File: config.mk
export PLATFORM = sky130hd
export DESIGN_NAME = svpwm_duty
export DESIGN_NICKNAME = d
export VERILOG_FILES = /design/src/svpwm_pkg.sv /design/src/svpwm_duty.sv
export SDC_FILE = /design/constraint.sdc
export NUM_CORES = 1
export LEC_CHECK = 0
export ABC_AREA = 0
export BUFFER_PORTS_ARGS = -buffer_cell sky130_fd_sc_hd__buf_2
export CAP_MARGIN = 10
export CORE_MARGIN = 1
export CORE_UTILIZATION = 60
export DETAILED_ROUTE_END_ITERATION = 8
export GPL_TIMING_DRIVEN = 0
export PLACE_DENSITY = 0.91
export SLEW_MARGIN = 20
export SYNTH_ARGS = -nofsm -noshare
export SYNTH_HDL_FRONTEND = slang
export SYNTH_SLANG_ARGS = --single-unit
File: constraint.sdc
create_clock -name clk_i -period 7.2 [get_ports clk_i]
set_input_delay 1.08 -clock clk_i [delete_from_list [all_inputs] [get_ports clk_i]]
set_output_delay 1.08 -clock clk_i [all_outputs]
set_load 0.02 [all_outputs]
File: src/svpwm_pkg.sv
// shared constants, types and sine table for the space vector pwm modulator
package svpwm_pkg;

  localparam int SINE_TABLE_ENTRIES = 256;
  localparam int SINE_IDX_W = $clog2(SINE_TABLE_ENTRIES + 1);
  localparam int SINE_VAL_W = 15;
  localparam int SVPWM_LATENCY = 8;

  localparam longint PI_Q30 = 64'sd3373259426;
  localparam longint SINE_X_DIV = 2 * SINE_TABLE_ENTRIES;
  localparam longint Q14_ONE = 64'sd16384;

  typedef logic [SINE_VAL_W-1:0] sine_tab_t [SINE_TABLE_ENTRIES+1];

  typedef struct packed {
    logic               valid;
    logic signed [15:0] sin;
    logic signed [15:0] cos;
    logic signed [15:0] d;
    logic signed [15:0] q;
  } svpwm_trig_t;

  typedef struct packed {
    logic               valid;
    logic signed [47:0] ua;
    logic signed [47:0] ub;
    logic signed [47:0] uc;
  } svpwm_phase_t;

  // quarter-wave sine, q1.14, taylor series in q30
  function automatic sine_tab_t build_sine_tab();
    sine_tab_t tab;
    longint    x;
    longint    x2;
    longint    term;
    longint    sum;
    longint    v;
    for (int k = 0; k <= SINE_TABLE_ENTRIES; k++) begin
      x    = (PI_Q30 * longint'(k)) / SINE_X_DIV;
      x2   = (x * x) >>> 30;
      term = x;
      sum  = x;
      term = ((term * x2) >>> 30) / 6;   sum = sum - term;
      term = ((term * x2) >>> 30) / 20;  sum = sum + term;
      term = ((term * x2) >>> 30) / 42;  sum = sum - term;
      term = ((term * x2) >>> 30) / 72;  sum = sum + term;
      term = ((term * x2) >>> 30) / 110; sum = sum - term;
      term = ((term * x2) >>> 30) / 156; sum = sum + term;
      term = ((term * x2) >>> 30) / 210; sum = sum - term;
      term = ((term * x2) >>> 30) / 272; sum = sum + term;
      term = ((term * x2) >>> 30) / 342; sum = sum - term;
      term = ((term * x2) >>> 30) / 420; sum = sum + term;
      if (sum < 0) begin
        sum = 0;
      end
      v = (sum + 64'sd32768) >>> 16;
      if (v > Q14_ONE) begin
        v = Q14_ONE;
      end
      tab[k] = SINE_VAL_W'(v);
    end
    return tab;
  endfunction

  localparam sine_tab_t SINE_TAB = build_sine_tab();

endpackage

File: src/svpwm_duty.sv
// zero sequence injection, rounding and duty saturation stages
module svpwm_duty import svpwm_pkg::*; (
  input  logic         clk_i,
  input  logic         rst_ni,
  input  svpwm_phase_t phase_i,
  output logic         valid_o,
  output logic  [15:0] duty_u_o,
  output logic  [15:0] duty_v_o,
  output logic  [15:0] duty_w_o,
  output logic         saturated_o
);

  localparam logic signed [51:0] DUTY_BIAS = (52'sd1 <<< 44) + (52'sd1 <<< 28);

  typedef struct packed {
    logic [15:0] duty;
    logic        sat;
  } duty_res_t;

  logic               s7_valid_q;
  logic signed [47:0] s7_ua_q, s7_ub_q, s7_uc_q;
  logic signed [48:0] s7_sum_q, s7_sum_d;
  logic signed [47:0] mx, mn;

  logic               s8_valid_q;
  logic        [15:0] s8_u_q, s8_v_q, s8_w_q;
  logic               s8_sat_q, s8_sat_d;
  duty_res_t          res_u, res_v, res_w;

  function automatic duty_res_t make_duty(input logic signed [47:0] u,
                                          input logic signed [48:0] sum);
    logic signed [51:0] r;
    duty_res_t          res;
    r = (52'(u) <<< 1) - 52'(sum) + DUTY_BIAS;
    res.sat = 1'b0;
    if (r[51]) begin
      res.duty = '0;
      res.sat  = 1'b1;
    end else if (|r[50:45]) begin
      res.duty = '1;
      res.sat  = 1'b1;
    end else begin
      res.duty = r[44:29];
    end
    return res;
  endfunction

  always_comb begin
    mx = phase_i.ua;
    mn = phase_i.ua;
    if (phase_i.ub > mx) begin
      mx = phase_i.ub;
    end
    if (phase_i.uc > mx) begin
      mx = phase_i.uc;
    end
    if (phase_i.ub < mn) begin
      mn = phase_i.ub;
    end
    if (phase_i.uc < mn) begin
      mn = phase_i.uc;
    end
    s7_sum_d = 49'(mx) + 49'(mn);
  end

  always_comb begin
    res_u    = make_duty(s7_ua_q, s7_sum_q);
    res_v    = make_duty(s7_ub_q, s7_sum_q);
    res_w    = make_duty(s7_uc_q, s7_sum_q);
    s8_sat_d = res_u.sat | res_v.sat | res_w.sat;
  end

  always_ff @(posedge clk_i or negedge rst_ni) begin
    if (!rst_ni) begin
      s7_valid_q <= 1'b0;
      s8_valid_q <= 1'b0;
    end else begin
      s7_valid_q <= phase_i.valid;
      s8_valid_q <= s7_valid_q;
    end
  end

  always_ff @(posedge clk_i) begin
    s7_ua_q  <= phase_i.ua;
    s7_ub_q  <= phase_i.ub;
    s7_uc_q  <= phase_i.uc;
    s7_sum_q <= s7_sum_d;
    s8_u_q   <= res_u.duty;
    s8_v_q   <= res_v.duty;
    s8_w_q   <= res_w.duty;
    s8_sat_q <= s8_sat_d;
  end

  assign valid_o     = s8_valid_q;
  assign duty_u_o    = s8_u_q;
  assign duty_v_o    = s8_v_q;
  assign duty_w_o    = s8_w_q;
  assign saturated_o = s8_sat_q;

endmodule

# Word level (Yosys, flattened, before mapping)
# Cells that the tools add are included.
[word_totals] ff_bits=244 input_bits=147 out_inout_bits=50 word_cells=39
[classes] addsub=7 order_cmp=4 n_mux=13 n_bitwise=2 n_reduce_logical=3
[op_table] cell="2-to-1 mux 48 bit" n=4
[op_table] cell="adder 50 x 46 -> 51 bit (second input constant)" n=3
[op_table] cell="subtractor 49 x 49 -> 50 bit" n=3
[op_table] cell="greater-than comparator 48 bit" n=2
[op_table] cell="less-than comparator 48 bit" n=2
[op_table] cell="adder 48 x 48 -> 49 bit" n=1
[op_table] cell="2-to-1 mux 16 bit" n=3
[op_table] cell="OR reduction 6 bit" n=3
[op_table] cell="2-to-1 mux 1 bit" n=6
[op_table] cell="OR 1 bit" n=2

# Longest topological paths before layout
[depth] ltp_word=7 ltp_mapped=38 ltp_nobuf=36

# Least setup slack after synthesis
# Ideal clock, no wire load.
[synth_timing] kind="input -> register" startpoint="in phase_i[143] (netlist name)" endpoint="reg s7_sum_q[46]" setup_ps=118 arrival_ps=9719 required_ps=7082 slack_ps=-2637 path_stages=38 cell_sequence="inv_1 -> ha_1 -> a21oi_1 -> o21ai_1 -> a2111oi_0 -> or4b_1 -> a311o_1 -> nor2_1 -> o21bai_1 -> buf_2 -> buf_1 -> mux2i_1 -> ha_1 -> a21o_1 -> a21o_1 -> a21o_1 -> a21o_1 -> a21oi_1 -> [2 not listed] -> o2111ai_1 -> or4_1 -> nand2_1 -> clkbuf_1 -> mux2_2 -> ha_1 -> fa_1 -> a211oi_1 -> o21ai_0 -> a211oi_1 -> o21ai_0 -> a31o_2 -> a211oi_1 -> o21ai_0 -> nand4_1 -> o211ai_1 -> a21o_1 -> xor2_1"
[synth_between] elab_chain_len=5
[synth_lines] element="from (decl)" line="svpwm_duty.sv:5" text="input svpwm_phase_t phase_i,"
[synth_lines] element="greater-than comparator 48 bit or less-than comparator 48 bit (tied branches)" line="svpwm_duty.sv:51, svpwm_duty.sv:57"
[synth_lines] element="2-to-1 mux 48 bit, on equally long branches" line="svpwm_duty.sv:51, svpwm_duty.sv:57"
[synth_lines] element="greater-than comparator 48 bit or less-than comparator 48 bit (tied branches)" line="svpwm_duty.sv:54, svpwm_duty.sv:60"
[synth_lines] element="2-to-1 mux 48 bit, on equally long branches" line="svpwm_duty.sv:54, svpwm_duty.sv:60"
[synth_lines] element="adder 48 x 48 -> 49 bit (*)" line="svpwm_duty.sv:63" text="s7_sum_d = 49'(mx) + 49'(mn);"
[synth_lines] element="named net s7_sum_d[46]" line="svpwm_duty.sv:22" text="logic signed [48:0] s7_sum_q, s7_sum_d;"
[synth_lines] element="to (signal assigned)" line="svpwm_duty.sv:87" text="s7_sum_q <= s7_sum_d;"
[synth_lines] element="to (decl)" line="svpwm_duty.sv:22"
# Mark *: on every way through the listed nets, which the timed path passes. The rest lies on a longest branch.
# A chain may end at the register's enable or synchronous reset.

# Worst setup path in the final report
[layout_timing] startpoint="in phase_i[131] (netlist name)" endpoint="reg s7_sum_q[48]"
# The elaborated chain is that of the path after synthesis.

==> flow_summary.json <==
{
  "vias": 21840,
  "ys_ff_latch": 244,
  "p_leak_nw": 13.33,
  "first_global_vias": 21240,
  "stdcell_count": 3232,
  "path_common_cell": "a21o_1",
  "setup_slack_ns": -2.222,
  "final_layout_size_suffix_gt1_share_pct": 21.85,
  "start_util_pct": 61.16,
  "core_sq_um": 34710,
  "fin_nets": 3380,
  "ant_nets": 0,
  "fin_skew_ns": 0.02915,
  "die_w_um": 190.1,
  "path_clk_slew_ns": 0.06,
  "period_minus_slack_ns": 9.422,
  "placed_cell_area_sq_um": 23060,
  "synth_cells": 2385,
  "crit_path_end_kind": "flop",
  "die_h_um": 190.1,
  "clock_latency_ns": 0.58,
  "numCtsBuffers": 28,
  "finalHoldViolCount": 0,
  "avgSynthCellArea_sq_um": 8.902,
  "max-cap-violations": 0,
  "worst-path-buf-inv": 10,
  "grt_max_degree": 16,
  "ys_warn_count": 0,
  "path_class": "in2reg",
  "report.final.slew_viol_count": 0,
  "synth_nets": 3012,
  "grt_pass1_wl_mm": 117.6,
  "grt_use_total_pct": 42.06,
  "synthArstFlopShare_pct": 0.8197,
  "viasPerCell": 6.756,
  "fillCellCount": 2226,
  "max_freq_mhz": 106.1,
  "cellPowerDensity_nw_per_um2": 457.9,
  "worstHoldPathType": "in2async",
  "wl_per_cell_um": 24.77,
  "io_pins": 197,
  "fin_crit_sh_pct": 130.9,
  "start_kind": "input pin",
  "ctsRootBufferMaster": "clkbuf_16",
  "stdcell_area_sq_um": 26570,
  "finalSetupViolations": 47,
  "ys_seq_area_share_pct": 23.05,
  "dp_hpwl_mm": 57.26,
  "cp_slowest_cell": "or4_4",
  "critPathMaxFanout": 4,
  "path_delay_family": "compound AO/OA/AOI/OAI gates",
  "critical-path-max-stage-delay_ns": 0.64,
  "drt-initial-drc-count": 2373,
  "portBuffers": 196,
  "ys_dominant_reg_cell": "dfxtp_1",
  "htree_levels": 1,
  "dr.pass1.iters": 7,
  "cts.sinks": 244,
  "place_inst": 3036,
  "grt_overflow": 0,
  "status": "finished, violations left",
  "violations": "negative setup slack",
  "cts_tree": "done",
  "max_slew_margin_pct": 22.49,
  "synthToLayoutAreaGrowth_pct": 25.15,
  "wl_mm": 80.05,
  "cp.arrival_ns": 9.89,
  "row_count": 68,
  "rsz0062_at_grt": "true",
  "netlist_area_sq_um": 21230,
  "worstPathRequired_ns": 7.67,
  "antenna_found_initial": 6,
  "gp_congestion": 1.034,
  "vdd_drop_max_v": 0.0003259,
  "worstMarginPinSlew_ns": 1.151,
  "drc": 0,
  "hold_buffers": 0,
  "synth.distinct_cells": 75,
  "dieArea_sq_um": 36140,
  "clock_path_buffers": 3,
  "synth_edf_count": 0
}
-- synthesized netlist by cell type, types with 45 or more instances --
library cell	number	area share, %
ha_1	479	28
dfxtp_1	242	23
a21oi_1	220	5.2
inv_1	198	3.5
mux2i_1	182	8.6
nand2_1	130	2.3
o21ai_0	120	2.8
a21o_1	108	3.8
nor2_1	88	1.6
xnor2_1	60	2.5
nand3_1	53	1.2
nand4_1	45	1.3
-- report_power, final --
group          internal [mW]  total [mW]  switching, mW
registers               1.72        1.84          0.120
clock network          0.939        1.59          0.646
logic                   3.65        8.74           5.10
total                   6.31        12.2           5.86
-- area by class of cell --
cell class / instances / area [sq um] / share of cell area, %
tap: 455 / 569.3 / 2.143
buffer: 38 / 416.7 / 1.568
sequential: 244 / 4895 / 18.42
multi-input combinational: 1903 / 16540 / 62.24
clock inverter: 19 / 259.0 / 0.9748
antenna: 4 / 10.01 / 0.03767
inverter: 198 / 773.2 / 2.910
timing repair buffer: 340 / 2356 / 8.867
clock buffer: 31 / 753.2 / 2.835
-- stage by stage --
step | power (mW) | setup WS, ns | hold slack (ns) | utilization [%] | setup TNS, ns
2_1_floorplan | 7.146 | -1.568 | 0.3312 | - | -35.53
3_3_place_gp | 8.827 | -4.647 | 0.3439 | 66.42 | -170.79
3_5_place_dp | 9.045 | -4.763 | 0.3418 | 66.42 | -177.16
4_1_cts | 11.46 | -1.708 | 0.2758 | 75.03 | -48.49
5_1_grt | 12.85 | -2.275 | 0.2791 | 76.53 | -77.21
6_report | 12.17 | -2.222 | 0.2814 | 76.54 | -73.20
-- what timing repair did --
action,4_1_cts,5_1_grt
pin swaps,93,35
gates resized for setup,258,76
endpoints found under the hold margin,0,0
setup buffers,116,28
setup endpoints to repair,49,48
gates cloned,0,0
-- placed cells by master (no fill, tap or decap), drive strengths merged, types with 6 or more instances in the layout --
master     n
o21bai    20
and3      17
ha       479
a2111oi    8
buf      356
a211oi    23
a21boi    22
and4      10
xor2      35
nor2b     25
xnor2     60
and2       8
a21oi    220
o21a      23
or3       11
a21o     108
a221oi    12
clkbuf    53
nand2    130
o2111ai    6
a31oi     17
o211ai    19
o21ai    122
nor4      10
nand3     53
inv      203
a221o      9
nand4     45
nor2      88
dfxtp    242
mux2i    182
a222oi     7
nor3      26
nand2b    22
o31ai      7
-- path summary, 6_finish.rpt --
path | from | end | slack [ns] | depth (start not counted)
max | phase_i[131] | s7_sum_q[48] | -2.22 | 43
min | rst_ni | valid_o | 0.28 | 1
min in group clk_i | s7_valid_q | valid_o | 0.36 | 0
max in group asynchronous | rst_ni | s7_valid_q | 6.83 | 1
min reg2reg | s7_valid_q | valid_o | 0.36 | 0
max reg2reg | s7_sum_q[20] | saturated_o | 0.96 | 15
-- layer usage --
layer / up-vias / wire [um] / GRT usage, % / part of all wire [%]
li1: 9611 / - / - / -
met1: 10130 / 30480 / 53.05 / 38
met2: 1621 / 33760 / 65.85 / 42
met3: 466 / 9997 / 9.814 / 12
met4: 6 / 5767 / 23.39 / 7.2
met5: - / 39 / 0.1374 / 0.049
-- cells by family (layout without fill, tap and decap cells) --
family,count (synthesis),count (layout),synth area share (%)
XOR/XNOR,95,95,3.919
other,0,4,0
buffers and inverters,238,626,4.432
multiplexers,184,184,8.686
AND/OR/NAND/NOR,469,469,11.14
flip-flops,244,244,23.05
AO/OA/AOI/OAI,675,675,20.45
adder cells (fa/ha/maj),480,480,28.32
-- flip-flops by register name, indices dropped and copies added, names as in the netlist --
| signal | count |
|---|---|
| s7_ua_q | 48 |
| duty_u_o | 16 |
| s7_sum_q | 49 |
| duty_w_o | 16 |
| s7_ub_q | 48 |
| valid_o | 1 |
| s7_uc_q | 48 |
| duty_v_o | 16 |
| saturated_o | 1 |
| s7_valid_q | 1 |
Power figures use the tool's default switching activity.
