**src/svpwm_pkg.sv**
```systemverilog
// shared constants, types and sine table for the space vector pwm modulator
package svpwm_pkg;

  localparam int SINE_TABLE_ENTRIES = 256;
  localparam int SINE_IDX_W = $clog2(SINE_TABLE_ENTRIES + 1);
  localparam int SINE_VAL_W = 15;
  localparam int SVPWM_LATENCY = 8;

  localparam longint PI_Q30 = 64'sd3373259426;
  localparam longint SINE_X_DIV = 2 * SINE_TABLE_ENTRIES;
  localparam longint Q14_ONE = 64'sd16384;

  typedef logic [SINE_VAL_W-1:0] sine_tab_t [SINE_TABLE_ENTRIES+1];

  typedef struct packed {
    logic               valid;
    logic signed [15:0] sin;
    logic signed [15:0] cos;
    logic signed [15:0] d;
    logic signed [15:0] q;
  } svpwm_trig_t;

  typedef struct packed {
    logic               valid;
    logic signed [47:0] ua;
    logic signed [47:0] ub;
    logic signed [47:0] uc;
  } svpwm_phase_t;

  // quarter-wave sine, q1.14, taylor series in q30
  function automatic sine_tab_t build_sine_tab();
    sine_tab_t tab;
    longint    x;
    longint    x2;
    longint    term;
    longint    sum;
    longint    v;
    for (int k = 0; k <= SINE_TABLE_ENTRIES; k++) begin
      x    = (PI_Q30 * longint'(k)) / SINE_X_DIV;
      x2   = (x * x) >>> 30;
      term = x;
      sum  = x;
      term = ((term * x2) >>> 30) / 6;   sum = sum - term;
      term = ((term * x2) >>> 30) / 20;  sum = sum + term;
      term = ((term * x2) >>> 30) / 42;  sum = sum - term;
      term = ((term * x2) >>> 30) / 72;  sum = sum + term;
      term = ((term * x2) >>> 30) / 110; sum = sum - term;
      term = ((term * x2) >>> 30) / 156; sum = sum + term;
      term = ((term * x2) >>> 30) / 210; sum = sum - term;
      term = ((term * x2) >>> 30) / 272; sum = sum + term;
      term = ((term * x2) >>> 30) / 342; sum = sum - term;
      term = ((term * x2) >>> 30) / 420; sum = sum + term;
      if (sum < 0) begin
        sum = 0;
      end
      v = (sum + 64'sd32768) >>> 16;
      if (v > Q14_ONE) begin
        v = Q14_ONE;
      end
      tab[k] = SINE_VAL_W'(v);
    end
    return tab;
  endfunction

  localparam sine_tab_t SINE_TAB = build_sine_tab();

endpackage

```
**src/svpwm_park_clarke.sv**
```systemverilog
// inverse park and inverse clarke stages
module svpwm_park_clarke import svpwm_pkg::*; (
  input  logic         clk_i,
  input  logic         rst_ni,
  input  svpwm_trig_t  trig_i,
  output svpwm_phase_t phase_o
);

  localparam logic signed [17:0] HALF_SQRT3 = 18'sd56756;

  logic               s3_valid_q;
  logic signed [29:0] s3_dc_q, s3_qs_q, s3_ds_q, s3_qc_q;
  logic signed [31:0] dc_full, qs_full, ds_full, qc_full;

  logic               s4_valid_q;
  logic signed [30:0] s4_alpha_q, s4_alpha_d;
  logic signed [30:0] s4_beta_q, s4_beta_d;

  logic               s5_valid_q;
  logic signed [30:0] s5_alpha_q;
  logic signed [47:0] s5_hb_q, s5_hb_d;

  logic               s6_valid_q;
  logic signed [47:0] s6_ua_q, s6_ua_d;
  logic signed [47:0] s6_ub_q, s6_ub_d;
  logic signed [47:0] s6_uc_q, s6_uc_d;
  logic signed [47:0] half_alpha;

  always_comb begin
    dc_full = trig_i.d * trig_i.cos;
    qs_full = trig_i.q * trig_i.sin;
    ds_full = trig_i.d * trig_i.sin;
    qc_full = trig_i.q * trig_i.cos;
  end

  always_comb begin
    s4_alpha_d = 31'(s3_dc_q) - 31'(s3_qs_q);
    s4_beta_d  = 31'(s3_ds_q) + 31'(s3_qc_q);
    s5_hb_d    = 48'(s4_beta_q) * 48'(HALF_SQRT3);
  end

  always_comb begin
    half_alpha = 48'(s5_alpha_q) <<< 15;
    s6_ua_d    = 48'(s5_alpha_q) <<< 16;
    s6_ub_d    = s5_hb_q - half_alpha;
    s6_uc_d    = -half_alpha - s5_hb_q;
  end

  always_ff @(posedge clk_i or negedge rst_ni) begin
    if (!rst_ni) begin
      s3_valid_q <= 1'b0;
      s4_valid_q <= 1'b0;
      s5_valid_q <= 1'b0;
      s6_valid_q <= 1'b0;
    end else begin
      s3_valid_q <= trig_i.valid;
      s4_valid_q <= s3_valid_q;
      s5_valid_q <= s4_valid_q;
      s6_valid_q <= s5_valid_q;
    end
  end

  always_ff @(posedge clk_i) begin
    s3_dc_q    <= dc_full[29:0];
    s3_qs_q    <= qs_full[29:0];
    s3_ds_q    <= ds_full[29:0];
    s3_qc_q    <= qc_full[29:0];
    s4_alpha_q <= s4_alpha_d;
    s4_beta_q  <= s4_beta_d;
    s5_alpha_q <= s4_alpha_q;
    s5_hb_q    <= s5_hb_d;
    s6_ua_q    <= s6_ua_d;
    s6_ub_q    <= s6_ub_d;
    s6_uc_q    <= s6_uc_d;
  end

  assign phase_o = '{valid: s6_valid_q, ua: s6_ua_q, ub: s6_ub_q, uc: s6_uc_q};

endmodule

```
**config.mk**
```make
export PLATFORM = sky130hd
export DESIGN_NAME = svpwm_park_clarke
export DESIGN_NICKNAME = d
export VERILOG_FILES = /design/src/svpwm_pkg.sv /design/src/svpwm_park_clarke.sv
export SDC_FILE = /design/constraint.sdc
export NUM_CORES = 2
export LEC_CHECK = 0
export ABC_AREA = 1
export BUFFER_PORTS_ARGS = -buffer_cell sky130_fd_sc_hd__buf_4
export CAP_MARGIN = 20
export CORE_ASPECT_RATIO = 1.5
export CORE_MARGIN = 2
export CORE_UTILIZATION = 60
export CTS_CLUSTER_DIAMETER = 60
export CTS_CLUSTER_SIZE = 40
export DETAILED_ROUTE_END_ITERATION = 10
export GPL_ROUTABILITY_DRIVEN = 0
export GPL_TIMING_DRIVEN = 0
export PLACE_DENSITY = 0.85
export SLEW_MARGIN = 20
export SYNTH_ARGS = -nofsm -noshare
export SYNTH_HDL_FRONTEND = slang
export SYNTH_SLANG_ARGS = --single-unit
export TNS_END_PERCENT = 10
```
**constraint.sdc**
```tcl
create_clock -name clk_i -period 5.8 [get_ports clk_i]
set_clock_uncertainty 0.05 [all_clocks]
set_input_delay 1.16 -clock clk_i [delete_from_list [all_inputs] [get_ports clk_i]]
set_output_delay 1.16 -clock clk_i [all_outputs]
set_load 0.05 [all_outputs]
```
==> results.env, run 1 <==
DIE_H_UM=419.6
POST_SYNTHESIS_MEAN_INSTANCE_AREA_UM2=7.691
HPWLAFTERDP_UM=186000
DOMINANTREGCELLSYNTH='dfxtp_1'
PLACEDINSTANCEAREA_UM2=73000
CTS.SINK_COUNT=385
RUN.STOP_ERROR='[ERROR GRT-0116] Global routing finished with congestion. Check the congestion regions in the DRC Viewer.'
SYNTH-EDFF-COUNT=0
GRT_FIRST_PASS_WIRELENGTH_UM=391700
VIA_COUNT_OF_THE_FIRST_GLOBAL_ROUTING_PASS=68821
ASYNC_FLOP_SHARE=0.01039
OUTCOME='aborted with a tool error'
SYN-CELL-AREA_UM2=69090
CTS_MADE_BUFFERS=18
PORTBUFFERS=188
SYNTH_SEQ_AREA_SHARE=0.1118
CTS-ROOT-BUF='clkbuf_16'
SYNTH-SEQ-CELLS=385
PIN_COUNT_OF_THE_BIGGEST_NET_ENTERING_GLOBAL_ROUTING=42
GRT_REMAINING_OVERFLOW=42
STOP_STAGE='global routing (5_1_grt)'
INITIAL_CORE_UTIL=0.6045
CTS_BUFFER_DEPTH=3
DIE_W_UM=281.1
YS_WARN_COUNT=0
DPL.CELL_COUNT=10731
CORE.ROWCOUNT=152
GRT.TOTAL_USAGE=0.4448
BOUNDARYPINS=212
H_TREE_LVL_COUNT=1
POST_SYNTH_NUM_CELL_TYPES=53
POSTSYNTHCELLCOUNT=8983
## stage by stage
step / setup WS [ns] / utilization
after floorplan: -0.1879 / -
after global placement: -1.647 / 0.6386
after detailed placement: -1.727 / 0.6387
after CTS: -0.03780 / 0.6601
## Yosys cell counts, types with 9 or more instances
| cell | instances | area share |
|---|---|---|
| nor3_2 | 9 | 0.0013 |
| o21ai_0 | 182 | 0.013 |
| xor2_1 | 175 | 0.022 |
| ha_1 | 634 | 0.11 |
| inv_1 | 2607 | 0.14 |
| a21oi_1 | 309 | 0.022 |
| fa_1 | 1236 | 0.36 |
| nand3_2 | 16 | 0.0023 |
| nor2_1 | 422 | 0.023 |
| nand3_1 | 249 | 0.018 |
| nand2_2 | 38 | 0.0034 |
| nand4_1 | 65 | 0.0059 |
| buf_4 | 23 | 0.0025 |
| o21bai_1 | 26 | 0.0028 |
| nand3b_1 | 21 | 0.0023 |
| a21oi_2 | 12 | 0.0015 |
| o21ai_1 | 23 | 0.0017 |
| nor2_2 | 25 | 0.0023 |
| a21o_1 | 20 | 0.0022 |
| clkbuf_1 | 190 | 0.010 |
| nor3_1 | 52 | 0.0038 |
| nand2_1 | 2116 | 0.11 |
| xnor2_1 | 57 | 0.0072 |
| dfxtp_1 | 381 | 0.11 |
| a21boi_0 | 11 | 0.0012 |
| o21a_1 | 10 | 0.0011 |
## per-layer routing
layer / track usage / overflow
met3: 0.2303 / 0
met4: 0.4265 / 20
met5: 0.02984 / 0
met2: 0.6590 / 22
met1: 0.4421 / 0
## repair_timing
action | CTS
resized for setup | 478
hold buffers | 0
cloned | 1
endpoints found under the setup margin | 73
pin swaps | 74
setup buffers | 36
hold endpoints to repair | 0
## cells by family after synthesis
logic type | synth area share
simple gates | 0.1815
buf+inv | 0.1550
fa+ha+maj | 0.4729
compound gates | 0.04928
flops | 0.1118
xor+xnor | 0.02941
other cells | 0.00005428
==> run 2: changes to the inputs <==
--- a/config.mk
+++ b/config.mk
@@ -8,15 +8,12 @@
 export ABC_AREA = 1
 export BUFFER_PORTS_ARGS = -buffer_cell sky130_fd_sc_hd__buf_4
 export CAP_MARGIN = 20
-export CORE_ASPECT_RATIO = 1.5
 export CORE_MARGIN = 2
-export CORE_UTILIZATION = 60
-export CTS_CLUSTER_DIAMETER = 60
-export CTS_CLUSTER_SIZE = 40
+export CORE_UTILIZATION = 40
 export DETAILED_ROUTE_END_ITERATION = 10
 export GPL_ROUTABILITY_DRIVEN = 0
 export GPL_TIMING_DRIVEN = 0
-export PLACE_DENSITY = 0.85
+export PLACE_DENSITY_LB_ADDON = 0.15
 export SLEW_MARGIN = 20
 export SYNTH_ARGS = -nofsm -noshare
 export SYNTH_HDL_FRONTEND = slang
==> run 2 against run 1 <==
Net effect: the flow now finishes, with violations (negative setup slack); synthesized cell count stayed put; area after synthesis stayed put.
==> results.env, run 2 <==
MAXSLEWVIOLCOUNT=0
CP_SLOWEST_STAGE_DELAY_NS=0.62
FINAL_NETS=11260
TIMING.SETUP.CRITICAL_PATH_CLASS='input pin to flip-flop'
HPWLAFTERDP_UM=205900
NUMBER_OF_HOLD_VIOLATIONS_IN_THE_FINAL_REPORT=0
CLK-INSERTION-DELAY-LATE_NS=0.65
SYNTH.LARGEST_AREA_CELL='fa_1'
MAXCLOCKFREQUENCY_GHz=0.1700
VIAS_PER_CELL=4.996
SETUP_REPAIR_AFTER_GLOBAL_ROUTING_MISSED_ITS_MARGIN='yes'
LAYOUT.CELLS.MOST_COMMON='inv_1'
POST_SYNTHESIS_MEAN_INSTANCE_AREA_UM2=7.691
VIA_COUNT_OF_THE_FIRST_GLOBAL_ROUTING_PASS=60617
CRIT_FANOUT=13
GRT.TOTAL_USAGE=0.2765
WORSTSETUPSTARTPOINTTYPE='input pin'
FINAL_ANTENNA_NET_COUNT=0
CTS.SINK_COUNT=385
DETAIL_ROUTE.FIRST_PASS.ITERATIONS=7
MIN_PERIOD_NS=5.882
SYNTH_SEQ_AREA_SHARE=0.1118
WORST_EP_REQUIRED_TIME_NS=6.23
DIE_W_UM=419.6
PIN_COUNT_OF_THE_BIGGEST_NET_ENTERING_GLOBAL_ROUTING=18
SYNTH_COMMON_CELLS='2607 x inv_1, 2116 x nand2_1, 1236 x fa_1'
CLK_PIN_SLEW_WORST_PATHS_NS=0.07
STARTING_DRT_DRC_COUNT=4596
REG_TOP3='s5_hb_q (46), s6_uc_q (46), s6_ub_q (45)'
CRIT_START='trig_i[15]'
SYNTH_LARGEST_TYPE_AREA_FRACTION=0.3581
SYNTH-SEQ-CELLS=385
SYNTH_TOP_CELLS_BY_AREA='fa_1 36%, inv_1 14%, nand2_1 11%'
ROUTE.DETAILED.WL_PER_INST_UM=20.71
FAILING_CHECKS='negative setup slack'
UTILIZATION=0.4659
CRITPATHCAPTURETYPE='flip-flop'
CORE.ROWCOUNT=152
SETUP_VIOL=15
GRT_REMAINING_OVERFLOW=0
TIMING.FINAL.CRIT_SHARE=1.014
PORTBUFFERS=188
CTS-HOLD-FIX-BUFFERS=0
CTS_MADE_BUFFERS=43
TIMING_WORST_SLEW_PIN_VALUE_NS=1.024
SLOWEST_STAGE='fa_2'
INITIAL_CORE_UTIL=0.4028
AREA_GROWTH_SYN_TO_LAYOUT_PCT=15.66
FIN_HOLD_WS_NS=0.2246
OUTCOME='finished, violations left'
SYNTHMOSTINSTANTIATEDCELL='inv_1'
FINAL_CELL_COUNT_NO_FILL=11680
YS_WARN_COUNT=0
MIN_FROM='s4_alpha_q[10]'
FINALWIRELENGTH_UM=241900
TIMING.FINAL.WS_SETUP_NS=-0.08231
ROUTE.VIAS.TOTAL=58356
HP-CLASS='flip-flop to flip-flop'
SYNTH-EDFF-COUNT=0
POST_SYNTH_NUM_CELL_TYPES=53
TIMING.CRITICAL_PATH.CELLS='buf_8 > clkbuf_16 > nand2_4 > inv_1 > fa_2 > inv_2 > fa_2 > buf_12 > fa_1 > inv_2 > fa_1 > inv_1 > fa_1 > inv_1 > fa_1 > ha_4 > buf_4 > nand2_1 > nor2_2 > buf_4 > a21oi_4 > nand3_1 > nand2_1 > nand2_2'
CP_COMMON_CELL='fa_1'
DIE-AREA_UM2=176100
CORE_AREA_UM2=171500
MAX-SLEW-MARGIN-REL=0.3174
DETAIL_ROUTE.DRC_VIOLATIONS=0
SYN-CELL-AREA_UM2=69090
TRITONCTS='built'
MAX_CAP_VIOL=0
LAYOUT-DRIVE-GT1-SHARE=0.1168
POSTSYNTHCELLCOUNT=8983
DPL_WORST_SLACK_NS=-1.885
ANTENNA_FOUND_INITIAL=11
GRT_FIRST_PASS_WIRELENGTH_UM=362500
CTS_BUFFER_DEPTH=3
DIE_H_UM=419.6
DPL.CELL_COUNT=11501
CP_DATA_ARRIVAL_TIME_NS=6.31
REGTOREGSTARTPOINT='s4_beta_q[15]'
H_TREE_LVL_COUNT=2
BOUNDARYPINS=212
ASYNC_FLOP_SHARE=0.01039
DOMINANTREGCELLSYNTH='dfxtp_1'
CTS-ROOT-BUF='clkbuf_16'
LAYOUT.CELLS.MOST_COMMON_LIST='2573 x inv_1, 2027 x nand2_1, 1207 x fa_1'
-- run 2: cell counts after synthesis --
No cell type changed its count.
-- run 2: worst max-delay path, delay by kind of cell --
kind            cells  cell delay [ns]
fa+ha+maj           7             3.44
buf+inv            10             1.03
simple gates        6             0.50
compound gates      1             0.16
-- run 2: cells by family after synthesis --
family,count (synthesis),share of synthesized area
flip-flops,385,0.1118
buffers and inverters,2829,0.1550
adder cells (fa/ha/maj),1870,0.4729
AO/OA/AOI/OAI,619,0.04928
XOR/XNOR,232,0.02941
AND/OR/NAND/NOR,3047,0.1815
other,1,0.00005428
-- run 2: repair_timing --
| action | 4_1_cts | 5_1_grt |
|---|---|---|
| setup buffers | 31 | 54 |
| pin swaps | 77 | 150 |
| gates cloned | 2 | 3 |
| setup endpoints to repair | 82 | 74 |
| gates resized for setup | 615 | 467 |
-- run 2: final cells by class --
class | count | area [µm²]
Clock buffer | 50 | 1162
Tap cell | 2310 | 2890
Buffer | 215 | 2462
Sequential cell | 385 | 7740
Fill cell | 17387 | 91630
Clock inverter | 29 | 357.8
Antenna cell | 13 | 32.53
Inverter | 2611 | 9828
Timing Repair Buffer | 279 | 2446
Multi-Input combinational cell | 5788 | 52990
-- run 2: per-layer routing --
metal | up-vias | routed length, µm | track usage
met3 | 577 | 22780 | 0.05979
met5 | - | 32 | 0
met2 | 2498 | 108200 | 0.4429
met1 | 28515 | 95850 | 0.3512
met4 | 4 | 14970 | 0.1410
li1 | 26762 | - | -
-- run 2: through the flow --
| step | setup TNS [ns] | area, µm² |
|---|---|---|
| after floorplan | -5.315 | 69650 |
| after global placement | -102.70 | 73950 |
| after detailed placement | -104.09 | 73970 |
| after CTS | -0.3421 | 77970 |
| after global routing | -4.171 | 79890 |
| final | -0.4949 | 79910 |
-- run 2: path summary, 6_finish.rpt --
kind | to | slack [ns] | depth (start not counted)
setup reg to reg | s5_hb_q[46] | 0.29 | 19
max in group asynchronous | s5_valid_q | 5.36 | 1
hold / removal | s5_alpha_q[10] | 0.22 | 0
hold reg to reg | s5_alpha_q[10] | 0.22 | 0
min in group asynchronous | s3_valid_q | 0.24 | 1
setup / recovery | s3_qc_q[28] | -0.08 | 24
Power of run 2 is not shown: default switching activity piles up to over one toggle a cycle in this logic, so the estimate is an artifact.
